===== src/sv/snq_pkg.sv =====
// Shared types, scale table and pitch-class helpers for the scale note quantizer.
`timescale 1ns / 1ps

package snq_pkg;

  localparam int unsigned PITCH_CLASSES = 12;
  localparam int unsigned SEARCH_SPAN   = 11;
  // search window holds offsets -SEARCH_SPAN..+SEARCH_SPAN around the note
  localparam int unsigned WIN_W         = 2 * SEARCH_SPAN + 1;
  localparam int unsigned NOTE_MAX      = 127;
  localparam int unsigned SCALE_COUNT   = 8;

  typedef logic [PITCH_CLASSES-1:0] pc_mask_t;

  // configuration register indexes
  typedef enum logic [1:0] {
    CFG_TONIC = 2'd0,
    CFG_SCALE = 2'd1,
    CFG_MODE  = 2'd2
  } cfg_idx_t;

  // mapping modes; the unused code acts as nearest
  typedef enum logic [1:0] {
    MODE_DOWN = 2'd0,
    MODE_UP   = 2'd1,
    MODE_NEAR = 2'd2
  } map_mode_t;

  typedef struct packed {
    logic [3:0] tonic;
    logic [2:0] scale_kind;
    logic [1:0] map_mode;
  } cfg_t;

  // pitch-class masks, bit p means p semitones above the tonic is allowed
  localparam pc_mask_t SCALE_MASKS [SCALE_COUNT] = '{
    12'h FFF,  // chromatic
    12'h AB5,  // major
    12'h 5AD,  // natural minor
    12'h 295,  // major pentatonic
    12'h 4A9,  // minor pentatonic
    12'h 4E9,  // blues
    12'h 6AD,  // dorian
    12'h 6B5   // mixolydian
  };

  // note mod 12 by restoring subtraction of 192, 96, 48, 24, 12
  function automatic logic [3:0] pc_of(input logic [7:0] note);
    logic [7:0] r;
    r = note;
    if (r >= 8'd192) r = r - 8'd192;
    if (r >= 8'd96)  r = r - 8'd96;
    if (r >= 8'd48)  r = r - 8'd48;
    if (r >= 8'd24)  r = r - 8'd24;
    if (r >= 8'd12)  r = r - 8'd12;
    return r[3:0];
  endfunction

  // rotate a relative scale mask into absolute pitch classes (C = bit 0)
  function automatic pc_mask_t abs_mask(input pc_mask_t mask, input logic [3:0] tonic);
    logic [3:0]                   t;
    logic [2*PITCH_CLASSES-1:0]   dbl;
    t   = (tonic >= 4'd12) ? (tonic - 4'd12) : tonic;
    dbl = {mask, mask} << t;
    return dbl[2*PITCH_CLASSES-1:PITCH_CLASSES];
  endfunction

endpackage


===== src/sv/scale_note_quantizer.sv =====
// Throughput: one note per cycle while out_ready is high. The input register and
// the result register form a two-deep pipeline, so a new note is taken while a
// result waits to be taken, provided the input stage is empty.
// The search is one combinational pass between those two registers.
// Reset (rst_n low, synchronous) empties both stages and loads tonic 0,
// chromatic scale and nearest mode.
`timescale 1ns / 1ps

module scale_note_quantizer (
  input  logic       clk,
  input  logic       rst_n,
  // configuration write channel
  input  logic       cfg_valid,
  output logic       cfg_ready,
  input  logic [1:0] cfg_index,
  input  logic [3:0] cfg_data,
  // input note channel
  input  logic       in_valid,
  output logic       in_ready,
  input  logic [7:0] in_note_in,
  // result channel
  output logic       out_valid,
  input  logic       out_ready,
  output logic [6:0] out_note_out,
  output logic       out_status
);

  snq_pkg::cfg_t cfg;

  logic       s1_valid_r;
  logic       s1_valid_nxt;
  logic [7:0] s1_note_r;
  logic [7:0] s1_note_nxt;
  logic       out_valid_r;
  logic       out_valid_nxt;
  logic [6:0] out_note_r;
  logic [6:0] out_note_nxt;
  logic       out_status_r;
  logic       out_status_nxt;

  logic       out_free;
  logic       s1_adv;
  logic [6:0] srch_note;
  logic       srch_status;

  snq_pkg::pc_mask_t out_amask;

  snq_cfg_regs u_cfg (
    .clk       (clk),
    .rst_n     (rst_n),
    .cfg_valid (cfg_valid),
    .cfg_ready (cfg_ready),
    .cfg_index (cfg_index),
    .cfg_data  (cfg_data),
    .cfg       (cfg)
  );

  snq_search u_search (
    .note     (s1_note_r),
    .cfg      (cfg),
    .note_out (srch_note),
    .status   (srch_status)
  );

  // result stage frees up when empty or when its beat is taken
  assign out_free = !out_valid_r || out_ready;
  assign s1_adv   = s1_valid_r && out_free;
  assign in_ready = !s1_valid_r || out_free;

  // advance the pipeline
  always_comb begin
    s1_valid_nxt   = in_ready ? in_valid : s1_valid_r;
    s1_note_nxt    = (in_valid && in_ready) ? in_note_in : s1_note_r;
    out_valid_nxt  = out_free ? s1_valid_r : out_valid_r;
    out_note_nxt   = s1_adv ? srch_note : out_note_r;
    out_status_nxt = s1_adv ? srch_status : out_status_r;
  end

  always_ff @(posedge clk) begin
    if (!rst_n) begin
      s1_valid_r  <= 1'b0;
      out_valid_r <= 1'b0;
    end else begin
      s1_valid_r  <= s1_valid_nxt;
      out_valid_r <= out_valid_nxt;
    end
  end

  // payload registers, no reset
  always_ff @(posedge clk) begin
    s1_note_r    <= s1_note_nxt;
    out_note_r   <= out_note_nxt;
    out_status_r <= out_status_nxt;
  end

  assign out_valid    = out_valid_r;
  assign out_note_out = out_note_r;
  assign out_status   = out_status_r;

  // absolute scale mask for checking the result stage
  assign out_amask = snq_pkg::abs_mask(snq_pkg::SCALE_MASKS[cfg.scale_kind], cfg.tonic);

  // a not-found result carries note zero
  a_notfound_zero: assert property (@(posedge clk) disable iff (!rst_n)
    out_valid_r && out_status_r |-> out_note_r == 7'd0)
    else $error("not-found result with nonzero note");

  // a mapped note lies in the current scale
  a_mapped_in_scale: assert property (@(posedge clk) disable iff (!rst_n)
    out_valid_r && !out_status_r |->
      out_amask[snq_pkg::pc_of({1'b0, out_note_r})])
    else $error("mapped note outside the scale");

  // an accepted input beat occupies the input stage next cycle
  a_accept_loads: assert property (@(posedge clk) disable iff (!rst_n)
    in_valid && in_ready |=> s1_valid_r)
    else $error("accepted beat lost in the input stage");

  // a blocked input stage holds its note
  a_s1_holds: assert property (@(posedge clk) disable iff (!rst_n)
    s1_valid_r && !out_free |=> s1_valid_r && $stable(s1_note_r))
    else $error("input stage changed while blocked");

  // the result stage loads whenever the input stage advances
  a_adv_fills_out: assert property (@(posedge clk) disable iff (!rst_n)
    s1_adv |=> out_valid_r)
    else $error("advanced beat did not reach the result stage");

endmodule


===== src/sv/snq_cfg_regs.sv =====
// Configuration register file: tonic, scale kind and mapping mode.
`timescale 1ns / 1ps

module snq_cfg_regs (
  input  logic               clk,
  input  logic               rst_n,
  input  logic               cfg_valid,
  output logic               cfg_ready,
  input  logic [1:0]         cfg_index,
  input  logic [3:0]         cfg_data,
  output snq_pkg::cfg_t      cfg
);

  snq_pkg::cfg_t cfg_r;
  snq_pkg::cfg_t cfg_nxt;

  // writes are always accepted and take effect from the next cycle
  assign cfg_ready = 1'b1;
  assign cfg        = cfg_r;

  // decode the write beat; unknown indexes are dropped
  always_comb begin
    cfg_nxt = cfg_r;
    if (cfg_valid) begin
      case (snq_pkg::cfg_idx_t'(cfg_index))
        snq_pkg::CFG_TONIC: cfg_nxt.tonic      = cfg_data;
        snq_pkg::CFG_SCALE: cfg_nxt.scale_kind = cfg_data[2:0];
        snq_pkg::CFG_MODE:  cfg_nxt.map_mode   = cfg_data[1:0];
        default:            cfg_nxt = cfg_r;
      endcase
    end
  end

  always_ff @(posedge clk) begin
    if (!rst_n) begin
      cfg_r.tonic      <= 4'd0;
      cfg_r.scale_kind <= 3'd0;
      cfg_r.map_mode   <= snq_pkg::MODE_NEAR;
    end else begin
      cfg_r <= cfg_nxt;
    end
  end

endmodule


===== src/sv/snq_search.sv =====
// Single-pass note search: window of allowed neighbors and priority pick.
`timescale 1ns / 1ps

module snq_search (
  input  logic [7:0]     note,
  input  snq_pkg::cfg_t  cfg,
  output logic [6:0]     note_out,
  output logic           status
);

  localparam int unsigned SPAN  = snq_pkg::SEARCH_SPAN;
  localparam int unsigned WIN_W = snq_pkg::WIN_W;
  localparam int unsigned EXT_W = 3 * snq_pkg::PITCH_CLASSES;

  snq_pkg::pc_mask_t   amask;
  logic [3:0]          pcn;
  logic [EXT_W-1:0]    ext;
  logic [EXT_W-1:0]    ext_sh;
  logic [WIN_W-1:0]    in_range;
  logic [WIN_W-1:0]    win;
  logic                use_lo;
  logic                use_hi;

  // absolute scale mask and the pitch class of the note
  assign amask  = snq_pkg::abs_mask(snq_pkg::SCALE_MASKS[cfg.scale_kind], cfg.tonic);
  assign pcn    = snq_pkg::pc_of(note);
  assign ext    = {amask, amask, amask};
  // bit k of the window is offset k-SPAN; its class sits at pcn+k+1 in ext
  assign ext_sh = ext >> ({1'b0, pcn} + 5'd1);

  // keep only candidates within 0..127
  always_comb begin
    for (int k = 0; k < WIN_W; k++) begin
      in_range[k] = ({2'b00, note} + 10'(k) >= 10'(SPAN)) &&
                    ({2'b00, note} + 10'(k) <= 10'(SPAN + snq_pkg::NOTE_MAX));
    end
  end

  assign win    = ext_sh[WIN_W-1:0] & in_range;
  assign use_lo = (cfg.map_mode != snq_pkg::MODE_UP);
  assign use_hi = (cfg.map_mode != snq_pkg::MODE_DOWN);

  // pick the smallest distance; lower wins a tie, the note itself wins outright
  always_comb begin
    note_out = 7'd0;
    status   = 1'b1;
    for (int d = SPAN; d >= 1; d--) begin
      if (use_hi && win[SPAN + d]) begin
        note_out = note[6:0] + 7'(d);
        status   = 1'b0;
      end
      if (use_lo && win[SPAN - d]) begin
        note_out = note[6:0] - 7'(d);
        status   = 1'b0;
      end
    end
    if (win[SPAN]) begin
      note_out = note[6:0];
      status   = 1'b0;
    end
  end

endmodule

===== config.mk =====
export PLATFORM = sky130hd
export DESIGN_NAME = scale_note_quantizer
export DESIGN_NICKNAME = d
export VERILOG_FILES = /design/src/sv/snq_pkg.sv /design/src/sv/scale_note_quantizer.sv /design/src/sv/snq_cfg_regs.sv /design/src/sv/snq_search.sv
export SDC_FILE = /design/constraint.sdc
export NUM_CORES = 1
export LEC_CHECK = 0
export ABC_AREA = 0
export BUFFER_PORTS_ARGS = -buffer_cell sky130_fd_sc_hd__buf_2
export CORE_MARGIN = 10
export CORE_UTILIZATION = 60
export DETAILED_ROUTE_END_ITERATION = 6
export PLACE_DENSITY_LB_ADDON = 0.15
export SYNTH_ARGS = -nofsm -noshare
export SYNTH_HDL_FRONTEND = slang
export SYNTH_HIERARCHICAL = 1
export SYNTH_SLANG_ARGS = --single-unit

===== constraint.sdc =====
create_clock -name clk -period 21.9 [get_ports clk]
set_clock_uncertainty 0.1 [all_clocks]
set_input_delay 1.095 -clock clk [delete_from_list [all_inputs] [get_ports clk]]
set_output_delay 1.095 -clock clk [all_outputs]
set_load 0.02 [all_outputs]

* Yosys cells after proc, flatten, opt, wreduce, memory -nomap -nowiden *
Memories as Yosys holds them, arrays and structs flattened.
Index checks and enable logic that the tools add are counted.

storage, ports and cells
  ROM bits = 96
  logic and storage cells = 209
  bits of input ports = 19
  memories = 1
  output and inout bits = 11
  flip-flop bits (word level) = 27

memories
  memory            words  width  rd ports  clocked after memory_dff  wr ports  line              text
  (name not given)  8      12     1         0                         0         snq_search.sv:25  assign amask = snq_pkg::abs_mask(snq_pkg::SCALE_MASKS[cfg.scale_kind], cfg.tonic);

operators by class
  order comparisons = 53
  bitwise logic cells = 2
  add/subtract/negate cells = 51
  reduce and logical (&&, ||, !) cells = 57
  muxes and demuxes = 32
  equality and inequality tests = 3
  shift-type cells = 2

operators with widths
  kind                 number
  $ge 10x4->1 const B  22
  $le 10x8->1 const B  22
  $mux 7               23
  $add 8x4->9 const B  8
  $add 8x5->9 const B  7
  $logic_and 1x1->1    47
  $add 8x3->9 const B  4
  $shr 36x5->23        1
  $mux 8               4
  $add 7x3->7 const B  4
  $add 7x4->7 const B  4
  $sub 7x3->7 const B  4
  $sub 7x4->7 const B  4
  $mux 12              2
  $shl 24x4->24        1
  $and 23x23->23       1
  $reduce_or 22->1     1
  $add 8x2->9 const B  2
  $ge 8x4->1 const B   2
  $add 7x2->7 const B  2
  $sub 7x2->7 const B  2
  $add 8x1->9 const B  1
  $ge 4x4->1 const B   2
  $ge 8x5->1 const B   1
  23 further kinds     29

* Longest topological paths before layout *
Gate-level depths: netlist of run 1.

  depth after elaboration = 37
  gate-level depth with buffers = 36
  mapped depth without buffers = 32

* Hierarchy *
Netlist of run 1, hierarchy kept.

by module, submodules not included
  module                area each (um2)  instances  cells each  sequential area each (um2)
  snq_search            7893.8           1          1259        0.0
  scale_note_quantizer  584.3            1          25          520.5
  snq_cfg_regs          377.9            1          38          180.2

* Worst setup path before layout of run 1 *
Ideal clock, no wire load.

  kind = register to register
  start = register s1_note_r[3]
  end = register out_note_r[0] (netlist: out_note_out[0]) (data pin)
  slack = 14.032 ns
  buffers on the path = 4
  stages on the path, launching flop included = 33
  setup time = 0.267 ns
  arrival time = 7.501 ns
  clock period less this slack = 7.868 ns
  cells stage by stage = edfxtp_1 > clkbuf_1 > inv_1 > clkbuf_1 > ha_1 > nand3_2 > o21a_2 > xnor2_2 > ha_1 > nor3_2 > o32ai_4 > nor2_2 > xnor2_1 > ha_1 > nand2_1 > or4_1 > o31a_2 > and4b_1 > or2_2 > ha_1 > o41ai_2 > nand3_1 > a211o_1 > buf_4 > nand2_2 > mux2_2 > nand2_1 > buf_2 > nand2_1 > or4_1 > nor3_1 > o21ai_0 > o2bb2ai_1

on the way
  word-level cells in the longest chain between the ends = 37

ends and longest elaborated chain
  what                                       line                        text
  from (decl)                                scale_note_quantizer.sv:32  logic [7:0] s1_note_r;
  from (signal assigned)                     scale_note_quantizer.sv:91  s1_note_r <= s1_note_nxt;
  $sub 8x8->8 or $ge 8x8->1 (tied branches)  snq_pkg.sv:51               if (r >= 8'd192) r = r - 8'd192;
  $mux 8                                     snq_pkg.sv:51
  $sub 8x7->8 or $ge 8x7->1 (tied branches)  snq_pkg.sv:52               if (r >= 8'd96) r = r - 8'd96;
  $mux 8                                     snq_pkg.sv:52
  $sub 8x6->8 or $ge 8x6->1 (tied branches)  snq_pkg.sv:53               if (r >= 8'd48) r = r - 8'd48;
  $mux 8                                     snq_pkg.sv:53
  $sub 8x5->8 or $ge 8x5->1 (tied branches)  snq_pkg.sv:54               if (r >= 8'd24) r = r - 8'd24;
  $mux 8                                     snq_pkg.sv:54
  [22 not listed]                            n/a
  $mux 7                                     snq_search.sv:48            if (use_hi && win[SPAN + d]) begin
  $mux 7                                     snq_search.sv:52            if (use_lo && win[SPAN - d]) begin
  $mux 7                                     snq_search.sv:48
  $mux 7                                     snq_search.sv:52
  $mux 7                                     snq_search.sv:48
  $mux 7                                     snq_search.sv:52
  $mux 7 (*)                                 snq_search.sv:57            if (win[SPAN]) begin
  net srch_note[0]                           scale_note_quantizer.sv:43  logic [6:0] srch_note;
  to (signal assigned)                       scale_note_quantizer.sv:92  out_note_r <= out_note_nxt;
  to (decl)                                  scale_note_quantizer.sv:36  logic [6:0] out_note_r;

Mark *: on every way through the listed nets, which the timed path passes. The rest lies on a longest branch.
A chain may end at the register's enable or synchronous reset.

* Final worst setup path of run 1 *
  start = register s1_note_r[2]
  end = register out_note_r[1] (netlist: out_note_out[1]) (data pin)

Same word-level chain as after synthesis.

==> impl_results.md, run 1 <==
- Max_cap viols: 0
- N_diodes: 0
- Peak VDD IR: roughly 0.037 mV
- Residual DRC: between 70 and 80
- Critical setup path kind: flip-flop to flip-flop
- Failing checks: design-rule violations
- Number of global-route vias before repair: approximately 10,000
- Core area: between 10,000 and 15,000 µm²
- Worst slew pin tran: ~1.3 ns
- Worst setup SP type: flip-flop
- Ys flop type: edfxtp_1
- Post-synth top area cell: a21oi_1
- Syn Area/Cell: roughly 6.7 µm²
- CP required: approximately 22 ns
- Yosys top cell area share: 7.29%
- # port buffers: 28
- Max Clk Rate: ~100 MHz
- Total wire length: approximately 40 mm
- Wire length on met3: 6.56 mm
- Cell Rows: 44
- Syn. warnings: 6
- M1 WL: about 14 mm
- GR Util All Layers: a little under two fifths
- CP Launch Point: s1_note_r[2]$_DFFE_PP_
- RSZ-0062 raised after global routing: false
- Setup violators final: 0
- Router iterations before antenna repair: 7
- Post-Syn Area: roughly 9000 µm²
- P&R area growth vs syn: 2.67%
- Gate Count Post-Synth: between 1,000 and 1,500
- Via count: 11,199
- Status: finished with violations
- Final hold vios: 0
- CP peak stage delay: around 1 ns
- CP Max Fanout: 31
- HPWL Detailed: slightly below 30 mm
- Count of flip-flops with a built-in enable after synthesis: 16
- Clk slew on worst S/H paths: about 0.090 ns
- Slowest CP cell: nor3_1
- Slew Limit Fails: 0
- Max-slew headroom: 12.3%
- Worst-Skew Late Latency: around 0.28 ns
- Fill cells: around 1,400
- Area contributors post-synth: a21oi_1 (7.3%), xnor2_1 (6.6%), nand2_1 (6.4%)
- Synthesized flop and latch total: 27
- Largest net degree at the start of global routing: 68
- Crit path top cell by count: ha_1
- Post-CTS Resized: 0
- Longest Clk Path Bufs: 2
- Clock net sink count: 27
- Wire length per cell: 26.9 µm
- Tmin final: slightly below 10 ns
- Global-route wire length before repair: 59.1 mm
- Leak pwr: about 3.3 nW
- Sequential element share of the synthesized area: roughly 7.9%
- Reg2reg start: s1_note_r[2]$_DFFE_PP_
- Syn Nets: 1,377
- Cell variety after synth: 118
- Antenna violations before repair: 0
- Die Ht: 141 µm
- CP Capture Type: flip-flop
- Post-synth ARST share: 0%
- Die ar.: 20,000 µm²
- Vias per cell: roughly 7.7
- Setup bufs post-CTS: 0
- H-tree level count: 1
- Die W: ~140 µm
- Period utilization: a little under half
- Most common cell in the netlist: nand2_1
- Finished Core Util: a little over three fifths
- Total Neg Setup Slack: 0 ns
- Metal2 WL: around 16 mm
- Inserted Clock Buffers: 3
- Gpl congestion: 1.13
- Worst Path Arrival: 9.80 ns
- Highest Signal Layer: met5
- Grt ovf: 0
- HP Start: u_cfg/cfg[5]$_SDFFE_PN0P_
- Pwr Density: slightly below 60 nW/µm²
- I/O Pins: 30
- Nets: 1,335
- CTS tree: yes
- Post-synth top cells: nand2_1 (152), a21oi_1 (129), nor2_1 (119)
- Antenna Nets Post-Route: 0
- Layout cell share with drive strength beyond 1: ~9.7%
- Iter 0 DRT Violations: ~2,200
- Initial Utilization: between 60 and 70%
- Root buffer cell: clkbuf_16
- # hold bufs at CTS: 0
- Worst hold path class: flip-flop to flip-flop
## layout by cell type (no fill, tap or decap), types with 12 or more instances in the layout
cell and count:
xor2_1 15, inv_1 33, edfxtp_1 16, buf_4 29, mux2_2 12, o22ai_1 25, a21oi_1 129, nand2_1 152
buf_2 28, o21ai_0 89, nand2b_1 27, and2_1 14, nor2_1 119, nor2b_1 17, xnor2_1 67, a31oi_1 24
o221ai_1 21, ha_1 36, o31ai_1 12, mux2i_1 33, nand3_1 43, a211oi_1 16, o211ai_1 17, nor3_1 28
## per-layer routing
metal / GRT usage, % / vias up
li1: - / 4886
met4: 16.4 / 2
met2: 54.4 / 1010
met5: 1.57 / -
met1: 47.2 / 5073
met3: 13.4 / 228
## critical path: cells and delay by family (launching register included)
kind,cells,cell delay [ns]
XOR/XNOR,2,0.30
multiplexers,1,0.29
buffers and inverters,2,1.00
flip-flops,1,0.34
adder cells (fa/ha/maj),4,1.52
AO/OA/AOI/OAI,10,2.16
AND/OR/NAND/NOR,12,3.88
## report_power, final
part	internal, W	total [W]	switching [W]
logic	0.000138	0.000431	0.000292
clock network	0.0000255	0.0000491	0.0000236
registers	0.0000599	0.0000628	0.00000296
total	0.000224	0.000543	0.000319
## kinds of logic (layout without fill, tap and decap cells)
kind of cell | Yosys count | after routing | share of synthesized area, %
DFF | 27 | 27 | 7.91
AOI/OAI and AO/OA | 500 | 500 | 39.0
buffers and inverters | 142 | 99 | 6.53
xor gates and xnor gates | 83 | 83 | 8.29
adders and majority gates | 36 | 36 | 5.09
other | 1 | 1 | 0.0423
and+or+nand+nor | 483 | 483 | 26.9
muxes | 50 | 50 | 6.26
## worst paths after layout
| kind | to | slack [ns] | cells past startpoint |
|---|---|---|---|
| max | out_note_out[1]$_DFFE_PP_ | 12.04 | 31 |
| min | u_cfg/cfg[5]$_SDFFE_PN0P_ | 0.42 | 2 |
| max reg2reg | out_note_out[1]$_DFFE_PP_ | 12.04 | 31 |
| min reg2reg | u_cfg/cfg[5]$_SDFFE_PN0P_ | 0.42 | 2 |
## area by class of cell
cell class                 instances  area, µm²  share of cell area (%)
multi-input combinational       1153       7580                    83.3
sequential                        27        701                    7.71
timing repair buffer              57        358                    3.94
inverter                          38        143                    1.57
tap                              184        230                    2.53
clock buffer                       3       75.1                   0.826
clock inverter                     1       8.76                  0.0963
## registers in the layout, indices dropped and copies added (netlist names)
name	flops
out_valid	1
s1_note_r	8
s1_valid_r	1
u_cfg/cfg	9
out_status	1
out_note_out	7
## stage by stage
| step | hold WS, ns | total power (W) | setup WS, ns | cell area, µm² | cells |
|---|---|---|---|---|---|
| 6_report | 0.415 | 0.000543 | 12.04 | 9090 | 1463 |
| 5_1_grt | 0.447 | 0.000564 | 11.56 | 9090 | 1463 |
| 4_1_cts | 0.411 | 0.000518 | 12.49 | 9090 | 1463 |
| 3_5_place_dp | 0.399 | 0.000467 | 12.49 | 9010 | 1459 |
| 3_3_place_gp | 0.376 | 0.000465 | 12.95 | 9010 | 1459 |
| 2_1_floorplan | 0.334 | 0.000354 | 14.03 | 8860 | 1322 |
Power figures use the tool's default switching activity.
==> run 2, diff against run 1 <==
- CORE_UTILIZATION: 60 -> 59
- clock period: 21.9 -> 8.3 ns (I/O delays scaled with it)
==> impl_results.md, run 2 (synthesis results as in run 1) <==
- CTS tree: yes (unchanged)
- Via count: 11,173 (was 11,199)
- Slew Limit Fails: 0 (unchanged)
- Max-slew headroom: 25.2% (was 12.3%)
- HPWL Detailed: 27.3 mm (was 29.3 mm)
- CP Capture Type: flip-flop (unchanged)
- Total wire length: 37.7 mm (was 39.3 mm)
- Root buffer cell: clkbuf_16 (unchanged)
- Vias per cell: 7.59 (was 7.65)
- Antenna violations before repair: 1 (was 0)
- Max_cap viols: 0 (unchanged)
- Number of global-route vias before repair: 9,758 (was 9,955)
- Die W: 143 µm (was 141 µm)
- Clk slew on worst S/H paths: 0.09 ns (about the same)
- Internal Power: 0.000602 W (was 0.000224 W)
- Worst-Skew Late Latency: 0.28 ns (about the same)
- CP required: 8.21 ns (was 21.84 ns)
- Inserted Clock Buffers: 3 (unchanged)
- Critical setup path kind: flip-flop to flip-flop (unchanged)
- Worst Path Arrival: 7.96 ns (was 9.80 ns)
- H-tree level count: 1 (unchanged)
- Residual DRC: 0 (was 72)
- CP peak stage delay: 0.48 ns (was 0.99 ns)
- GR Util All Layers: 35.5% (was 37.0%)
- Wire length per cell: 25.6 µm (was 26.9 µm)
- Largest net degree at the start of global routing: 68 (unchanged)
- Final hold vios: 0 (unchanged)
- Iter 0 DRT Violations: 1,888 (was 2,213)
- Layout cell share with drive strength beyond 1: 11.1% (was 9.70%)
- Grt ovf: 0 (unchanged)
- Initial Utilization: 60.5% (was 61.2%)
- Worst hold path class: input pin to flip-flop (was flip-flop to flip-flop)
- Worst slew pin tran: 1.12 ns (was 1.28 ns)
- Clock group share of total power: 8.9% (was 9.0%)
- Leak pwr: 3.38 nW (was 3.33 nW)
- P_sw: 0.000825 W (was 0.000319 W)
- Max Clk Rate: 124 MHz (was 101 MHz)
- Die Ht: 143 µm (was 141 µm)
- Die ar.: 20,300 µm² (was 20,000 µm²)
- Status: complete, no violations (was finished with violations)
- Longest Clk Path Bufs: 2 (unchanged)
- Commonest non-fill, non-tap cell in the layout: nand2_1 (unchanged)
- Dpl ws: 0.134 ns (was 12.49 ns)
- Clock net sink count: 27 (unchanged)
- Slowest CP cell: o41ai_2 (was nor3_1)
- Crit path top cell by count: ha_1 (unchanged)
- # port buffers: 28 (unchanged)
- Seq pwr share: 11.7% (was 11.6%)
- Sw Share: 57.8% (was 58.8%)
- Setup violators final: 0 (unchanged)
- Most frequent cells in the layout: nand2_1 (151), a21oi_1 (129), nor2_1 (118) (was nand2_1 (152), a21oi_1 (129), nor2_1 (119))
- Pwr Density: 155 nW/µm² (was 59.7 nW/µm²)
- Total Neg Setup Slack: 0 ns (unchanged)
- Nets: 1,345 (was 1,335)
- Router iterations before antenna repair: 6 (was 7)
- Placed Cells: 1,465 (was 1,459)
- Cell Rows: 44 (unchanged)
- Worst setup SP type: flip-flop (unchanged)
- CP Max Fanout: 12 (was 31)
- P&R area growth vs syn: 3.98% (was 2.67%)
- Finished Core Util: 62.9% (was 62.8%)
- Period utilization: 97.0% (was 45.0%)
- Gpl congestion: 1.13 (about the same)
- N_diodes: 0 (unchanged)
- RSZ-0062 raised after global routing: false (unchanged)
- Largest register FFs: 9 (unchanged)
- Worst setup margin: 0.252 ns (was 12.04 ns)
- Antenna Nets Post-Route: 0 (unchanged)
- Tmin final: 8.05 ns (was 9.86 ns)
- Layout Cells excl Fill: 1,473 (was 1,463)
- Core area: 14,600 µm² (was 14,500 µm²)
- Global-route wire length before repair: 57.4 mm (was 59.1 mm)
- I/O Pins: 30 (unchanged)
- Peak VDD IR: 0.103 mV (was 0.0368 mV)
- Logic pwr share: 79.4% (about the same)
run 2: final timing paths:
| kind | cells past startpoint | slack [ns] | start | endpoint |
|---|---|---|---|---|
| setup / recovery | 30 | 0.25 | s1_note_r[7]$_DFFE_PP_ | out_note_out[3]$_DFFE_PP_ |
| hold / removal | 1 | 0.20 | in_note_in[5] | s1_note_r[5]$_DFFE_PP_ |
| setup reg to reg | 30 | 0.25 | s1_note_r[7]$_DFFE_PP_ | out_note_out[3]$_DFFE_PP_ |
| hold reg to reg | 2 | 0.39 | u_cfg/cfg[6]$_SDFFE_PN0P_ | u_cfg/cfg[6]$_SDFFE_PN0P_ |
run 2: routing by layer:
metal / global-route usage (%) / wire length [µm]
met1: 46.7 / 14400
met2: 50.6 / 15000
met3: 12.9 / 6130
met4: 15.6 / 2230
met5: 0 / 0
run 2: worst max-delay path: cells and delay by family (launching register included):
kind / cells / cell delay, ns
AO/OA/AOI/OAI: 10 / 2.46
XOR/XNOR: 2 / 0.32
adder cells (fa/ha/maj): 5 / 1.15
buffers and inverters: 2 / 0.17
flip-flops: 1 / 0.40
multiplexers: 2 / 0.74
AND/OR/NAND/NOR: 9 / 2.45
run 2: area by class of cell:
class	count	area, µm²
Clock inverter	1	7.51
Sequential cell	27	701
Inverter	38	143
Clock buffer	3	75.1
Fill cell	1385	5440
Multi-Input combinational cell	1153	7620
Tap cell	184	230
Timing Repair Buffer	67	433
run 2: what timing repair did:
action                     in CTS  in global routing
hold buffers                    0                  0
setup buffers                   0                  4
gates resized for setup         0                 11
setup endpoints to repair       0                  7
run 2: per-stage QoR:
stage / power (W) / hold WS (ns) / instance area, µm²
6_report: 0.00143 / 0.203 / 9210
3_3_place_gp: 0.00121 / 0.370 / 9050
5_1_grt: 0.00149 / 0.204 / 9210
3_5_place_dp: 0.00121 / 0.379 / 9050
4_1_cts: 0.00134 / 0.204 / 9140
2_1_floorplan: 0.000933 / 0.334 / 8860
run 2: power by group through the flow:
stage / combinational (W) / sequential [W] / clock, W
CTS: 0.00105 / 0.000167 / 0.000128
global placement: 0.00104 / 0.000170 / 0
global route: 0.00119 / 0.000169 / 0.000132
detailed placement: 0.00104 / 0.000170 / 0
floorplan: 0.000757 / 0.000176 / 0
finish: 0.00113 / 0.000167 / 0.000127
==> run 3, diff against run 2 <==
- clock period: 8.3 -> 7.37 ns (I/O delays scaled with it)
==> impl_results.md, run 3 (synthesis results as in run 1) <==
- H-tree level count: 1 (unchanged)
- Worst setup SP type: flip-flop (unchanged)
- Initial Utilization: 60.5% (unchanged)
- P&R area growth vs syn: 11.5% (was 3.98%)
- CP Max Fanout: 8 (was 12)
- Die W: 143 µm (unchanged)
- Worst slew pin tran: 1.11 ns (was 1.12 ns)
- Critical R2R Capture: out_note_out[1]$_DFFE_PP_ (was out_note_out[3]$_DFFE_PP_)
- Max Clk Rate: 138 MHz (was 124 MHz)
- CP Capture Type: flip-flop (unchanged)
- Slowest CP cell: or4_1 (was o41ai_2)
- CP Launch Point: s1_note_r[7]$_DFFE_PP_ (unchanged)
- Inserted Clock Buffers: 3 (unchanged)
- HP Start: in_note_in[3] (was in_note_in[5])
- Clk slew on worst S/H paths: 0.08 ns (was 0.09 ns)
- Nets: 1,395 (was 1,345)
- Die Ht: 143 µm (unchanged)
- Cell Rows: 44 (unchanged)
- Antenna Nets Post-Route: 0 (unchanged)
- Layout cell share with drive strength beyond 1: 17.0% (was 11.1%)
- Via count: 11,739 (was 11,173)
- Residual DRC: 2 (was 0)
- Peak VDD IR: 0.132 mV (was 0.103 mV)
- Worst Hold Endpoint: s1_note_r[3]$_DFFE_PP_ (was s1_note_r[5]$_DFFE_PP_)
- Period utilization: 98.1% (was 97.0%)
- Total wire length: 40.8 mm (was 37.7 mm)
- WHS Path Cells: 1 (unchanged)
- Die ar.: 20,300 µm² (unchanged)
- Gr busiest metal: met2 (unchanged)
- Reg2Reg Depth: 32 (was 30)
- Gpl congestion: 1.12 (was 1.13)
- Wire length per cell: 26.8 µm (was 25.6 µm)
- GR Util met1: 49.5% (was 46.7%)
- Critical setup path kind: flip-flop to flip-flop (unchanged)
- Total Neg Setup Slack: 0 ns (unchanged)
- GR Util met2: 53.7% (was 50.6%)
- Grt ovf: 0 (unchanged)
- Core area: 14,600 µm² (unchanged)
- CP peak stage delay: 0.41 ns (was 0.48 ns)
- Slew Limit Fails: 0 (unchanged)
- Reg2reg start: s1_note_r[7]$_DFFE_PP_ (unchanged)
- Tmin final: 7.23 ns (was 8.05 ns)
- HPWL Detailed: 28.8 mm (was 27.3 mm)
- Longest Clk Path Bufs: 2 (unchanged)
- Antenna violations before repair: 0 (was 1)
- Largest net degree at the start of global routing: 63 (was 68)
- # hold bufs at CTS: 0 (unchanged)
- Final hold vios: 0 (unchanged)
- Fin Hold WS: 0.163 ns (was 0.203 ns)
- Vias per cell: 7.71 (was 7.59)
- GR Util All Layers: 37.2% (was 35.5%)
- Max-slew headroom: 26.1% (was 25.2%)
- # port buffers: 28 (unchanged)
- Worst-Skew Late Latency: 0.28 ns (about the same)
- Worst hold path class: input pin to flip-flop (unchanged)
- Root buffer cell: clkbuf_16 (unchanged)
- I/O Pins: 30 (unchanged)
- Failing checks: design-rule violations
- Commonest non-fill, non-tap cell in the layout: nand2_1 (unchanged)
- Setup violators final: 0 (unchanged)
- Worst Path Arrival: 7.18 ns (was 7.96 ns)
- N_diodes: 0 (unchanged)
- Most frequent cells in the layout: nand2_1 (149), a21oi_1 (128), nor2_1 (117) (was nand2_1 (151), a21oi_1 (129), nor2_1 (118))
- CP required: 7.31 ns (was 8.21 ns)
- Max_cap viols: 0 (unchanged)
- Global-route wire length before repair: 59.9 mm (was 57.4 mm)
- Clock net sink count: 27 (unchanged)
- Reg-to-reg slack, setup: 0.14 ns (was 0.25 ns)
- Largest register FFs: 9 (unchanged)
- Number of global-route vias before repair: 10,314 (was 9,758)
- Status: finished with violations (was complete, no violations)
- Pwr Density: 184 nW/µm² (was 155 nW/µm²)
- Global Route met3 Usage: 10.1% (was 12.9%)
- Router iterations before antenna repair: 7 (was 6)
- CTS tree: yes (unchanged)
- Iter 0 DRT Violations: 2,320 (was 1,888)
- Leak pwr: 3.68 nW (was 3.38 nW)
==> run 3: cell types whose count changed in the layout (fill, tap and decap cells not counted), moves of 3 or more <==
cell,change
o21ai_0,-3
nand3_1,-5
buf_4,+42
nand3_2,+5
nor2_4,+3
buf_6,+3
==> run 3: how the worst max path moves through the flow <==
stage,end,slack (ns)
4_1_cts,out_note_out[1]$_DFFE_PP_,0.01
3_5_place_dp,out_note_out[1]$_DFFE_PP_,-0.16
3_3_place_gp,out_note_out[4]$_DFFE_PP_,0.18
2_1_floorplan,out_note_out[0]$_DFFE_PP_,0.0004
6_report,out_note_out[1]$_DFFE_PP_,0.14
5_1_grt,out_note_out[1]$_DFFE_PP_,-0.16
==> run 3: final cells by class <==
type | count | area (µm²)
multi-input cells | 1156 | 7910
fillers | 1301 | 4770
repair buffers | 114 | 807
flip-flops and latches | 27 | 701
well taps | 184 | 230
inverters | 38 | 143
clock buffers | 3 | 75.1
clock inverters | 1 | 5.00
==> run 3: per-stage QoR <==
step                      utilization, %  total power, W  cell area (µm²)  setup slack [ns]  std cells
after global routing                67.4         0.00187             9870            -0.163       1523
final                               67.4         0.00181             9870             0.138       1523
after CTS                           64.2         0.00160             9400            0.0106       1498
after detailed placement            63.1         0.00143             9240            -0.161       1489
after global placement              63.1         0.00143             9240             0.179       1489
after floorplan                        -         0.00105             8890          0.000425       1322
==> run 3: per-layer routing <==
layer	wire length [µm]	share of wire (%)
met5	0	0
met4	2880	7.1
met3	6440	16
met2	16300	40
met1	15100	37
==> run 3: timing repair <==
action                     4_1_cts  5_1_grt
setup endpoints to repair        6        8
buffers inserted                 5       21
gates cloned                     0        3
gates resized for setup         10       56
pin swaps                        3       16
==> run 3: critical path: cells and delay by family, from the launching register on <==
family | cells | cell delay [ns]
compound gates | 11 | 2.68
xor+xnor | 2 | 0.29
fa+ha+maj | 5 | 0.97
buf+inv | 4 | 0.46
flops | 1 | 0.40
simple gates | 10 | 2.10
==> run 3: power breakdown <==
part	internal (W)	switching, W
clock network	0.0000739	0.0000653
logic	0.000539	0.000946
registers	0.000178	0.00000921
